<file path="src/rtl/assert_macros.svh">
// assertion helpers, included by the top-level evaluator unit
// define NO_ASSERTIONS to compile every check away
`ifndef ASSERT_MACROS_SVH
`define ASSERT_MACROS_SVH
`ifndef NO_ASSERTIONS
`define ASSERT_ALWAYS(label, clk, rst_n, expr, msg) \
	label: assert property (@(posedge clk) disable iff (!rst_n) (expr)) else $error(msg);
`define ASSERT_IMPLIES(label, clk, rst_n, ante, cons, msg) \
	label: assert property (@(posedge clk) disable iff (!rst_n) (ante) |-> (cons)) \
		else $error(msg);
`else
`define ASSERT_ALWAYS(label, clk, rst_n, expr, msg)
`define ASSERT_IMPLIES(label, clk, rst_n, ante, cons, msg)
`endif
`endif

</file>
<file path="src/rtl/csp_pkg.sv">
// csp_pkg: widths, word types, basis coefficient table and divide-by-3 step
// for the cubic spline point evaluator; no dependencies
package csp_pkg;

	localparam int COORD_WIDTH = 32;
	localparam int T_FRAC_BITS = 16;
	localparam int OUT_W = 40;
	localparam int T_W = T_FRAC_BITS + 1;
	localparam int NPT = 5;
	localparam int TENS_W = 16;
	localparam int S_W = TENS_W + 1;
	localparam int COEF_W = 5;
	localparam int NPOW = 4;
	// base weights stay below 32 * 2^F in magnitude
	localparam int BW = T_FRAC_BITS + 6;
	localparam int WGT_W = BW + S_W + 1;
	localparam int ACC_W = WGT_W + COORD_WIDTH + 3;
	localparam int CARD_SHIFT = 15;
	localparam int YW = ACC_W + 1 - T_FRAC_BITS;
	localparam int QW = OUT_W + 1;
	localparam int DIG_W = 8;
	localparam int NDIG = (QW + DIG_W - 1) / DIG_W;
	localparam int DIV_W = NDIG * DIG_W;
	localparam int NDIG_HI = NDIG / 2;
	localparam int SH_W = $clog2(T_FRAC_BITS + CARD_SHIFT + 1);
	localparam int RECIP3 = 683;
	localparam int RECIP3_SHIFT = 11;
	localparam int STEP_W = DIG_W + 2 + RECIP3_SHIFT;

	localparam logic [T_W-1:0] T_ONE = {1'b1, {T_FRAC_BITS{1'b0}}};
	localparam logic [T_W-1:0] T_HALF = {2'b01, {(T_FRAC_BITS - 1){1'b0}}};
	localparam logic signed [S_W-1:0] S_BIAS = {3'b001, {(TENS_W - 2){1'b0}}};
	localparam logic signed [OUT_W-1:0] OUT_MAX = {1'b0, {(OUT_W - 1){1'b1}}};
	localparam logic signed [OUT_W-1:0] OUT_MIN = {1'b1, {(OUT_W - 1){1'b0}}};
	localparam logic [QW-1:0] LIM_POS = {{(QW - OUT_W + 1){1'b0}}, {(OUT_W - 1){1'b1}}};
	localparam logic [QW-1:0] LIM_NEG = {{(QW - OUT_W){1'b0}}, 1'b1, {(OUT_W - 1){1'b0}}};

	typedef enum logic [1:0] {
		FUNC_LINEAR   = 2'd0,
		FUNC_CARDINAL = 2'd1,
		FUNC_CATMULL  = 2'd2,
		FUNC_BSPLINE  = 2'd3
	} func_t;

	typedef logic signed [COORD_WIDTH-1:0] coord_t;
	typedef logic signed [WGT_W-1:0] wgt_t;

	typedef struct packed {
		func_t func;
		logic want_derivative;
		logic [T_W-1:0] param_t;
		coord_t pt_start;
		coord_t pt_end;
		coord_t pt_ctrl1;
		coord_t pt_ctrl2;
		coord_t pt_ctrl3;
	} item_t;

	typedef struct packed {
		logic signed [OUT_W-1:0] curve_value;
		logic saturated;
	} result_t;

	typedef struct packed {
		func_t func;
		wgt_t [NPT-1:0] w;
		coord_t [NPT-1:0] pts;
	} wgt_data_t;

	typedef struct packed {
		func_t func;
		logic signed [ACC_W-1:0] acc;
	} acc_data_t;

	// [basis][derivative][slot][t^3, t^2, t, 1]
	// slots: start, end, ctrl1, ctrl2, ctrl3
	localparam logic signed [COEF_W-1:0] BASIS_TAB [4][2][NPT][NPOW] = '{
		'{
			'{'{5'sd0, 5'sd0, -5'sd1, 5'sd1}, '{5'sd0, 5'sd0, 5'sd1, 5'sd0},
			  '{5'sd0, 5'sd0, 5'sd0, 5'sd0}, '{5'sd0, 5'sd0, 5'sd0, 5'sd0},
			  '{5'sd0, 5'sd0, 5'sd0, 5'sd0}},
			'{'{5'sd0, 5'sd0, 5'sd0, -5'sd1}, '{5'sd0, 5'sd0, 5'sd0, 5'sd1},
			  '{5'sd0, 5'sd0, 5'sd0, 5'sd0}, '{5'sd0, 5'sd0, 5'sd0, 5'sd0},
			  '{5'sd0, 5'sd0, 5'sd0, 5'sd0}}
		},
		'{
			'{'{5'sd2, -5'sd3, 5'sd0, 5'sd1}, '{-5'sd2, 5'sd3, 5'sd0, 5'sd0},
			  '{5'sd1, -5'sd2, 5'sd1, 5'sd0}, '{5'sd1, -5'sd1, 5'sd0, 5'sd0},
			  '{5'sd0, 5'sd0, 5'sd0, 5'sd0}},
			'{'{5'sd0, 5'sd6, -5'sd6, 5'sd0}, '{5'sd0, -5'sd6, 5'sd6, 5'sd0},
			  '{5'sd0, 5'sd3, -5'sd4, 5'sd1}, '{5'sd0, 5'sd3, -5'sd2, 5'sd0},
			  '{5'sd0, 5'sd0, 5'sd0, 5'sd0}}
		},
		'{
			'{'{5'sd3, -5'sd5, 5'sd0, 5'sd2}, '{-5'sd3, 5'sd4, 5'sd1, 5'sd0},
			  '{-5'sd1, 5'sd2, -5'sd1, 5'sd0}, '{5'sd1, -5'sd1, 5'sd0, 5'sd0},
			  '{5'sd0, 5'sd0, 5'sd0, 5'sd0}},
			'{'{5'sd0, 5'sd9, -5'sd10, 5'sd0}, '{5'sd0, -5'sd9, 5'sd8, 5'sd1},
			  '{5'sd0, -5'sd3, 5'sd4, -5'sd1}, '{5'sd0, 5'sd3, -5'sd2, 5'sd0},
			  '{5'sd0, 5'sd0, 5'sd0, 5'sd0}}
		},
		'{
			'{'{5'sd1, 5'sd0, 5'sd0, 5'sd0}, '{5'sd0, 5'sd0, 5'sd0, 5'sd0},
			  '{-5'sd1, 5'sd3, -5'sd3, 5'sd1}, '{5'sd3, -5'sd6, 5'sd0, 5'sd4},
			  '{-5'sd3, 5'sd3, 5'sd3, 5'sd1}},
			'{'{5'sd0, 5'sd3, 5'sd0, 5'sd0}, '{5'sd0, 5'sd0, 5'sd0, 5'sd0},
			  '{5'sd0, -5'sd3, 5'sd6, -5'sd3}, '{5'sd0, 5'sd9, -5'sd12, 5'sd0},
			  '{5'sd0, -5'sd9, 5'sd6, 5'sd3}}
		}
	};

	// one long-division digit by 3: returns {quotient digit, remainder}
	function automatic logic [DIG_W+1:0] div3_step(input logic [1:0] rem,
		input logic [DIG_W-1:0] dig);
		logic [DIG_W+1:0] cur;
		logic [STEP_W-1:0] prod;
		logic [DIG_W-1:0] q;
		logic [DIG_W+1:0] r;
		cur = {rem, dig};
		// reciprocal multiply is exact while cur stays below 3 * 2^DIG_W
		prod = STEP_W'(cur) * STEP_W'(RECIP3);
		q = prod[RECIP3_SHIFT +: DIG_W];
		r = cur - ((DIG_W + 2)'(q) << 1) - (DIG_W + 2)'(q);
		return {q, r[1:0]};
	endfunction

endpackage

</file>
<file path="src/rtl/csp_round.sv">
// csp_round: magnitude, scale with round half away from zero, divide by 3 for
// b-spline, 40-bit saturation (s10..s14); depends on csp_pkg
module csp_round import csp_pkg::*; (
	input  logic      clk,
	input  logic      arst_n,
	input  logic      in_valid,
	input  acc_data_t in_data,
	output logic      out_valid,
	output result_t   out_result
);

	logic valid_s10, valid_s11, valid_s12, valid_s13, valid_s14;
	func_t func_s10, func_s11, func_s12;
	logic neg_s10, neg_s11, neg_s12, neg_s13;
	logic big_s11, big_s12, big_s13;
	logic [ACC_W-1:0] mag_s10;
	logic [QW-1:0] y_s11, y_s12;
	logic [DIV_W-1:0] q_s12;
	logic [1:0] rem_s12;
	logic [QW-1:0] quot_s13;
	result_t result_s14;

	logic [ACC_W:0] half;
	logic [SH_W-1:0] shamt;
	logic [ACC_W:0] rsum;
	logic [YW-1:0] y;
	logic [DIV_W-1:0] q12, q13;
	logic [1:0] rem12, rem13;
	logic [DIG_W+1:0] step12, step13;
	logic [QW-1:0] limit;
	logic sat;
	logic [QW-1:0] mag_q;
	logic [OUT_W-1:0] mag_out;

	always_ff @(posedge clk or negedge arst_n) begin
		if (!arst_n) begin
			valid_s10 <= 1'b0;
			valid_s11 <= 1'b0;
			valid_s12 <= 1'b0;
			valid_s13 <= 1'b0;
			valid_s14 <= 1'b0;
		end else begin
			valid_s10 <= in_valid;
			valid_s11 <= valid_s10;
			valid_s12 <= valid_s11;
			valid_s13 <= valid_s12;
			valid_s14 <= valid_s13;
		end
	end

	// b-spline divisor is 6 * 2^F: add half of it, shift by F+1, then divide by 3
	always_comb begin
		unique case (func_s10)
			FUNC_LINEAR: begin
				half = (ACC_W + 1)'(1) << (T_FRAC_BITS - 1);
				shamt = SH_W'(T_FRAC_BITS);
			end
			FUNC_CARDINAL: begin
				half = (ACC_W + 1)'(1) << (T_FRAC_BITS + CARD_SHIFT - 1);
				shamt = SH_W'(T_FRAC_BITS + CARD_SHIFT);
			end
			FUNC_CATMULL: begin
				half = (ACC_W + 1)'(1) << T_FRAC_BITS;
				shamt = SH_W'(T_FRAC_BITS + 1);
			end
			FUNC_BSPLINE: begin
				half = (ACC_W + 1)'(3) << T_FRAC_BITS;
				shamt = SH_W'(T_FRAC_BITS + 1);
			end
			default: begin
				half = '0;
				shamt = '0;
			end
		endcase
		rsum = {1'b0, mag_s10} + half;
		y = YW'(rsum >> shamt);
	end

	// long division by 3, upper digits
	always_comb begin
		q12 = {{(DIV_W - QW){1'b0}}, y_s11};
		rem12 = '0;
		step12 = '0;
		for (int d = NDIG - 1; d >= NDIG - NDIG_HI; d--) begin
			step12 = div3_step(rem12, q12[d*DIG_W +: DIG_W]);
			q12[d*DIG_W +: DIG_W] = step12[DIG_W+1:2];
			rem12 = step12[1:0];
		end
	end

	// lower digits
	always_comb begin
		q13 = q_s12;
		rem13 = rem_s12;
		step13 = '0;
		for (int d = NDIG - NDIG_HI - 1; d >= 0; d--) begin
			step13 = div3_step(rem13, q13[d*DIG_W +: DIG_W]);
			q13[d*DIG_W +: DIG_W] = step13[DIG_W+1:2];
			rem13 = step13[1:0];
		end
	end

	always_comb begin
		limit = neg_s13 ? LIM_NEG : LIM_POS;
		sat = big_s13 || (quot_s13 > limit);
		mag_q = sat ? limit : quot_s13;
		mag_out = mag_q[OUT_W-1:0];
	end

	always_ff @(posedge clk) begin
		neg_s10 <= in_data.acc[ACC_W-1];
		mag_s10 <= in_data.acc[ACC_W-1] ? $unsigned(-in_data.acc) : $unsigned(in_data.acc);
		func_s10 <= in_data.func;

		y_s11 <= y[QW-1:0];
		big_s11 <= |y[YW-1:QW];
		neg_s11 <= neg_s10;
		func_s11 <= func_s10;

		q_s12 <= q12;
		rem_s12 <= rem12;
		y_s12 <= y_s11;
		big_s12 <= big_s11;
		neg_s12 <= neg_s11;
		func_s12 <= func_s11;

		quot_s13 <= (func_s12 == FUNC_BSPLINE) ? q13[QW-1:0] : y_s12;
		big_s13 <= big_s12;
		neg_s13 <= neg_s12;

		result_s14.curve_value <= $signed(neg_s13 ? -mag_out : mag_out);
		result_s14.saturated <= sat;
	end

	assign out_valid = valid_s14;
	assign out_result = result_s14;

endmodule

</file>
<file path="config.mk">
export PLATFORM = sky130hd
export DESIGN_NAME = csp_round
export DESIGN_NICKNAME = d
export VERILOG_FILES = /design/src/rtl/assert_macros.svh /design/src/rtl/csp_pkg.sv /design/src/rtl/csp_round.sv
export SDC_FILE = /design/constraint.sdc
export NUM_CORES = 1
export LEC_CHECK = 0
export BUFFER_PORTS_ARGS = -buffer_cell sky130_fd_sc_hd__buf_2
export CORE_MARGIN = 1
export CORE_UTILIZATION = 50
export DETAILED_ROUTE_END_ITERATION = 8
export GPL_TIMING_DRIVEN = 0
export PLACE_DENSITY = 0.75
export REMOVE_ABC_BUFFERS = 1
export SYNTH_ARGS = -nofsm -noshare
export SYNTH_HDL_FRONTEND = slang
export SYNTH_SLANG_ARGS = --single-unit
</file>
<file path="constraint.sdc">
create_clock -name clk -period 14 [get_ports clk]
set_input_delay 1.4 -clock clk [delete_from_list [all_inputs] [get_ports clk]]
set_output_delay 1.4 -clock clk [all_outputs]
set_load 0.03 [all_outputs]
</file>
Word level (Yosys, flattened, before mapping) --
Index checks and enable logic that the tools add are counted.
Storage, ports and cells: bits in latches 0, bits of input ports 80, output and inout port bits 42, memories 0, logic and storage cells 58, memory bits (writable) 0, memory bits (read-only) 0, register bits after elaboration 299
Cells by class: bitwise logic cells 0, multiply operators 5, shift operators 1, order comparisons 1, $add $sub $neg 11, reductions and logical operators 4, equality and inequality tests 4, mux-type cells 7, divide/modulo/power cells 0
Operators with widths (number):
- case mux 76 bit (4 select lines) | 1
- two-way mux 40 bit | 4
- adder 75 x 76 -> 76 bit | 1
- multiplier 10 x 10 -> 19 bit, second input constant | 4
- right shift 76 x 5 -> 60 bit | 1
- negation 75 bit | 1
- two-way mux 74 bit | 1
- greater-than comparator 41 x 40 -> 1 bit | 1
- negation 40 bit | 1
- multiplier 9 x 10 -> 19 bit, second input constant | 1
- OR reduction 19 bit | 1
- subtractor 2 bit | 8
- case mux 5 bit (3 select lines) | 1
- equality test 2 bit, second input constant | 3
- equality test 2 x 1 -> 1 bit, second input constant | 1
- zero test 2 bit | 1
- OR reduction 2 bit | 1
- logical OR 1 bit | 1

Longest topological paths before layout --
depth in word-level cells 8, depth in mapped cells 53, depth with buffers taken out 53

Worst setup path before layout --
OpenSTA, ideal clock, no wires.
kind reg2reg, from reg y_s12[21] (netlist name), to reg quot_s13[6], buffers on the path 0, slack 1.914 ns, cell stages (with the launch flop) 53, data required time 13.872 ns, arrival time 11.957 ns, cell sequence dfxtp_1 ha_1 ha_1 inv_1 fa_1 inv_1 fa_1 inv_1 fa_1 inv_1 ha_1 and4_1 a21oi_1 o211a_1 o21ai_0 nor2_1 ha_1 xnor2_1 (+17 left out) xnor3_1 ha_1 ha_1 inv_1 fa_1 inv_1 fa_1 ha_1 ha_1 a2111oi_0 o21ai_0 a21oi_1 o31ai_1 a41oi_1 nand2b_1 a21oi_1 xor2_1 o21ai_0
RTL lines:
- end signal, assigned | RTL line csp_round.sv:127 | quot_s13 <= (func_s12 == FUNC_BSPLINE) ? q13[QW-1:0] : y_s12;
- end, declared | RTL line csp_round.sv:20 | logic [QW-1:0] quot_s13;

==> impl_results.html <==
<table>
<tr><th>Metric</th><th>Value</th></tr>
<tr><th colspan="2">Synthesis</th></tr>
<tr><td>Total of flip-flops plus latches after synthesis</td><td>260</td></tr>
<tr><td>Synth warn</td><td>0</td></tr>
<tr><td>Post-synth EDFFs</td><td>0</td></tr>
<tr><td>Count of mapped cells out of synthesis</td><td>2,066</td></tr>
<tr><td>Mapped Avg Cell Area</td><td>9.37 sq um</td></tr>
<tr><td>Synth area leader</td><td>sky130_fd_sc_hd__dfxtp_1</td></tr>
<tr><td>Post-synth top area share</td><td>0.264</td></tr>
<tr><td>List of most frequent post-synthesis cells</td><td>322 x sky130_fd_sc_hd__ha_1, 255 x sky130_fd_sc_hd__dfxtp_1, 233 x sky130_fd_sc_hd__inv_1</td></tr>
<tr><td>Dominant register cell in the synthesized netlist</td><td>sky130_fd_sc_hd__dfxtp_1</td></tr>
<tr><td>Largest cells by area after synthesis</td><td>sky130_fd_sc_hd__dfxtp_1 26%, sky130_fd_sc_hd__ha_1 21%, sky130_fd_sc_hd__fa_1 11%</td></tr>
<tr><td>Distinct cell type count after synthesis</td><td>84</td></tr>
<tr><td>Most common cell in the synthesized netlist</td><td>sky130_fd_sc_hd__ha_1</td></tr>
<tr><td>Proportion of synthesized chip area in sequential cells</td><td>0.270</td></tr>
<tr><td>Share of async-settable or async-resettable flops after synthesis</td><td>0.0192</td></tr>
<tr><td>Cell area after synthesis</td><td>19,400 sq um</td></tr>
<tr><th colspan="2">Placement</th></tr>
<tr><td>Routability congestion estimate from global placement</td><td>0.929</td></tr>
<tr><td>Buffers on Ports</td><td>121</td></tr>
<tr><td>Worst-case setup slack after placement</td><td>0.187 ns</td></tr>
<tr><td>Placed wire-length estimate</td><td>33,800 um</td></tr>
<tr><th colspan="2">GRT</th></tr>
<tr><td>GRT met3 Usage</td><td>0.0273</td></tr>
<tr><td>Global routing usage summed across all routing layers</td><td>0.215</td></tr>
<tr><td>Global-route wire length before repair</td><td>69,400 um</td></tr>
<tr><td>Routing usage on met2</td><td>0.373</td></tr>
<tr><td>Maximum number of pins on one net before global-route repair</td><td>100</td></tr>
<tr><td>Number of antenna violations at the first check in global routing</td><td>0</td></tr>
<tr><td>Grt met1 use</td><td>0.274</td></tr>
<tr><td>Global-route layer with the greatest usage</td><td>met2</td></tr>
<tr><td>Number of global-route vias before repair</td><td>14,700</td></tr>
<tr><td>Sum of overflow across all layers after global routing</td><td>0</td></tr>
<tr><th colspan="2">Timing</th></tr>
<tr><td>Relative slew slack</td><td>0.324</td></tr>
<tr><td>Fin Setup TNS</td><td>0 ns</td></tr>
<tr><td>Final number of setup-violating endpoints</td><td>0</td></tr>
<tr><td>Final worst path period need</td><td>13.25 ns</td></tr>
<tr><td>Worst hold margin</td><td>0.327 ns</td></tr>
<tr><td>Share of the clock period used by the worst path after layout</td><td>0.946</td></tr>
<tr><td>Timing-limited maximum frequency</td><td>75.5 MHz</td></tr>
<tr><td>Clk_skew</td><td>0.0181 ns</td></tr>
<tr><td>Slew at the pin with the worst max-slew slack</td><td>1.01 ns</td></tr>
<tr><td>Setup WS post-layout</td><td>0.750 ns</td></tr>
<tr><td>Final count of pins violating max slew</td><td>0</td></tr>
<tr><td>Unrepaired setup endpoints after global routing</td><td>false</td></tr>
<tr><td>Fin. Hold Viols</td><td>0</td></tr>
<tr><th colspan="2">Worst hold path</th></tr>
<tr><td>Type of the worst min-delay path</td><td>flop to flop</td></tr>
<tr><td>Hold Path Cell Cnt</td><td>0</td></tr>
<tr><td>Endpoint with the worst hold slack</td><td>y_s12[5]</td></tr>
<tr><td>Origin of the worst min-delay path</td><td>y_s11[5]</td></tr>
<tr><th colspan="2">Clock network</th></tr>
<tr><td>Max Buffers Root-to-Sink</td><td>3</td></tr>
<tr><td>Depth of the CTS H-tree</td><td>1</td></tr>
<tr><td>Register clock-pin slew on the reported worst setup and hold paths</td><td>0.06 ns</td></tr>
<tr><td>Total number of clock tree sinks</td><td>260</td></tr>
<tr><td>Root buffer selected by CTS</td><td>sky130_fd_sc_hd__clkbuf_16</td></tr>
<tr><td>Clock tree from TritonCTS</td><td>done</td></tr>
<tr><td>Number of buffers added by the clock tree synthesis step</td><td>27</td></tr>
<tr><td>Clock latency on the worst-skew pair</td><td>0.56 ns</td></tr>
<tr><th colspan="2">Floorplan</th></tr>
<tr><td>Chip Width</td><td>199 um</td></tr>
<tr><td>Die Height</td><td>199 um</td></tr>
<tr><td>Standard cell core area</td><td>37,800 sq um</td></tr>
<tr><td>Starting utilization of the core area</td><td>0.512</td></tr>
<tr><td>Die area</td><td>39,500 sq um</td></tr>
<tr><td>I/O Pins</td><td>122</td></tr>
<tr><td>Rows</td><td>71</td></tr>
<tr><th colspan="2">Setup path</th></tr>
<tr><td>Sort of element at the end of the critical path</td><td>flop</td></tr>
<tr><td>Worst-path cell with the longest stage delay</td><td>sky130_fd_sc_hd__fa_1</td></tr>
<tr><td>Required @ worst endpoint</td><td>14.41 ns</td></tr>
<tr><td>Depth of the worst register-to-register path</td><td>51</td></tr>
<tr><td>Crit Reg-Reg Startpoint</td><td>y_s12[21]</td></tr>
<tr><td>Endpoint of the worst register-to-register path</td><td>quot_s13[6]</td></tr>
<tr><td>Register-to-register setup slack</td><td>0.75 ns</td></tr>
<tr><td>Cell seen most often among critical-path stages</td><td>sky130_fd_sc_hd__ha_1</td></tr>
<tr><td>Crit path max-delay family</td><td>adder cells</td></tr>
<tr><td>Combined buffer and inverter count along the critical path</td><td>9</td></tr>
<tr><td>Kind of start point of the critical path</td><td>flop</td></tr>
<tr><td>Maximum fanout encountered on the critical timing path</td><td>5</td></tr>
<tr><td>Slowest cell delay on critical path</td><td>0.54 ns</td></tr>
<tr><td>Path length in cells of the critical path</td><td>51</td></tr>
<tr><td>Critical path data arrival time</td><td>13.66 ns</td></tr>
<tr><td>Critical path class</td><td>flop to flop</td></tr>
<tr><th colspan="2">Routing</th></tr>
<tr><td>Detailed Route Iter0 Violations</td><td>941</td></tr>
<tr><td>Antenna-violating nets left</td><td>0</td></tr>
<tr><td>Routed vias</td><td>14,800</td></tr>
<tr><td>Total Wirelength</td><td>41,700 um</td></tr>
<tr><td>DR DRC count</td><td>0</td></tr>
<tr><td>Detailed-route vias per instance</td><td>5.49</td></tr>
<tr><td>Number of iterations in the first detailed-routing pass</td><td>7</td></tr>
<tr><td>Avg WL per Cell</td><td>15.5 um</td></tr>
<tr><th colspan="2">Layout</th></tr>
<tr><td>Fraction of layout instances using a drive strength above 1</td><td>0.109</td></tr>
<tr><td>Area delta synth-&gt;final</td><td>10.6%</td></tr>
<tr><td>Final Core Density</td><td>0.566</td></tr>
<tr><td>Nets@finish</td><td>2,674</td></tr>
<tr><td>N_diodes</td><td>0</td></tr>
<tr><th colspan="2">Job</th></tr>
<tr><td>Maximum capacitance violations</td><td>0</td></tr>
<tr><th colspan="2">Outcome</th></tr>
<tr><td>Result of the run</td><td>complete, no violations</td></tr>
</table>
[worst max-delay path by stage]
stage | startpoint | end | slack, ns
finish | y_s12[21] | quot_s13[6] | 0.75
global route | y_s12[21] | quot_s13[6] | 0.02
CTS | y_s12[22] | quot_s13[6] | 0.007
detailed placement | y_s12[23] | quot_s13[6] | 0.19
global placement | y_s12[23] | quot_s13[6] | 0.46
floorplan | y_s12[21] | quot_s13[6] | 1.86
[cell families (layout without fill, tap and decap cells)]
group / count (synthesis) / count (layout) / synth area share
and+or+nand+nor: 522 / 522 / 0.139
DFF: 260 / 260 / 0.270
buffers and inverters: 288 / 409 / 0.0570
muxes: 39 / 39 / 0.0214
xor gates and xnor gates: 181 / 181 / 0.0826
AOI/OAI and AO/OA: 349 / 349 / 0.113
adders and majority gates: 427 / 427 / 0.317
[repair_timing]
action / in CTS / in global routing
setup endpoints to repair: 0 / 6
hold buffers: 0 / 0
resized for setup: 0 / 8
buffers inserted: 0 / 2
[layout make-up]
type	count	area, sq um
well taps	511	639
clock inverters	19	229
multi-input cells	1518	13000
inverters	235	883
flip-flops and latches	260	5240
fillers	3338	16400
repair buffers	125	661
clock buffers	30	717
[layer usage]
metal  wire length, um  up-vias
li1                  -     7345
met1             18800     6938
met2             19600      419
met3              1890      102
met4              1430        0
met5                 0        -
[through the flow]
step	cell area (sq um)	std cells
finish	21400	2698
global route	21400	2698
CTS	21400	2696
detailed placement	20400	2647
global placement	20400	2645
floorplan	19100	2013
[state kept, by name, indices dropped and copies added, names as in the netlist, 2 cells and up]
name	flops
mag_s10	60
func_s11	2
func_s12	2
y_s11	41
y_s12	41
func_s10	2
q_s12	16
rem_s12	2
out_result	41
quot_s13	41
[layout by cell type (no fill, tap or decap), types with 29 or more instances in the layout]
cell type	instances
sky130_fd_sc_hd__a21o_1	29
sky130_fd_sc_hd__xnor2_1	134
sky130_fd_sc_hd__nor2_1	135
sky130_fd_sc_hd__nand3_1	36
sky130_fd_sc_hd__nand4_1	31
sky130_fd_sc_hd__dfxtp_1	249
sky130_fd_sc_hd__buf_2	121
sky130_fd_sc_hd__o21ai_0	81
sky130_fd_sc_hd__nor3_1	46
sky130_fd_sc_hd__nand2_1	136
sky130_fd_sc_hd__ha_1	322
sky130_fd_sc_hd__fa_1	105
sky130_fd_sc_hd__inv_1	233
sky130_fd_sc_hd__a21oi_1	117
sky130_fd_sc_hd__xor2_1	45
Power is not shown: default switching activity piles up to over one toggle a cycle in this logic, so the estimate is an artifact.
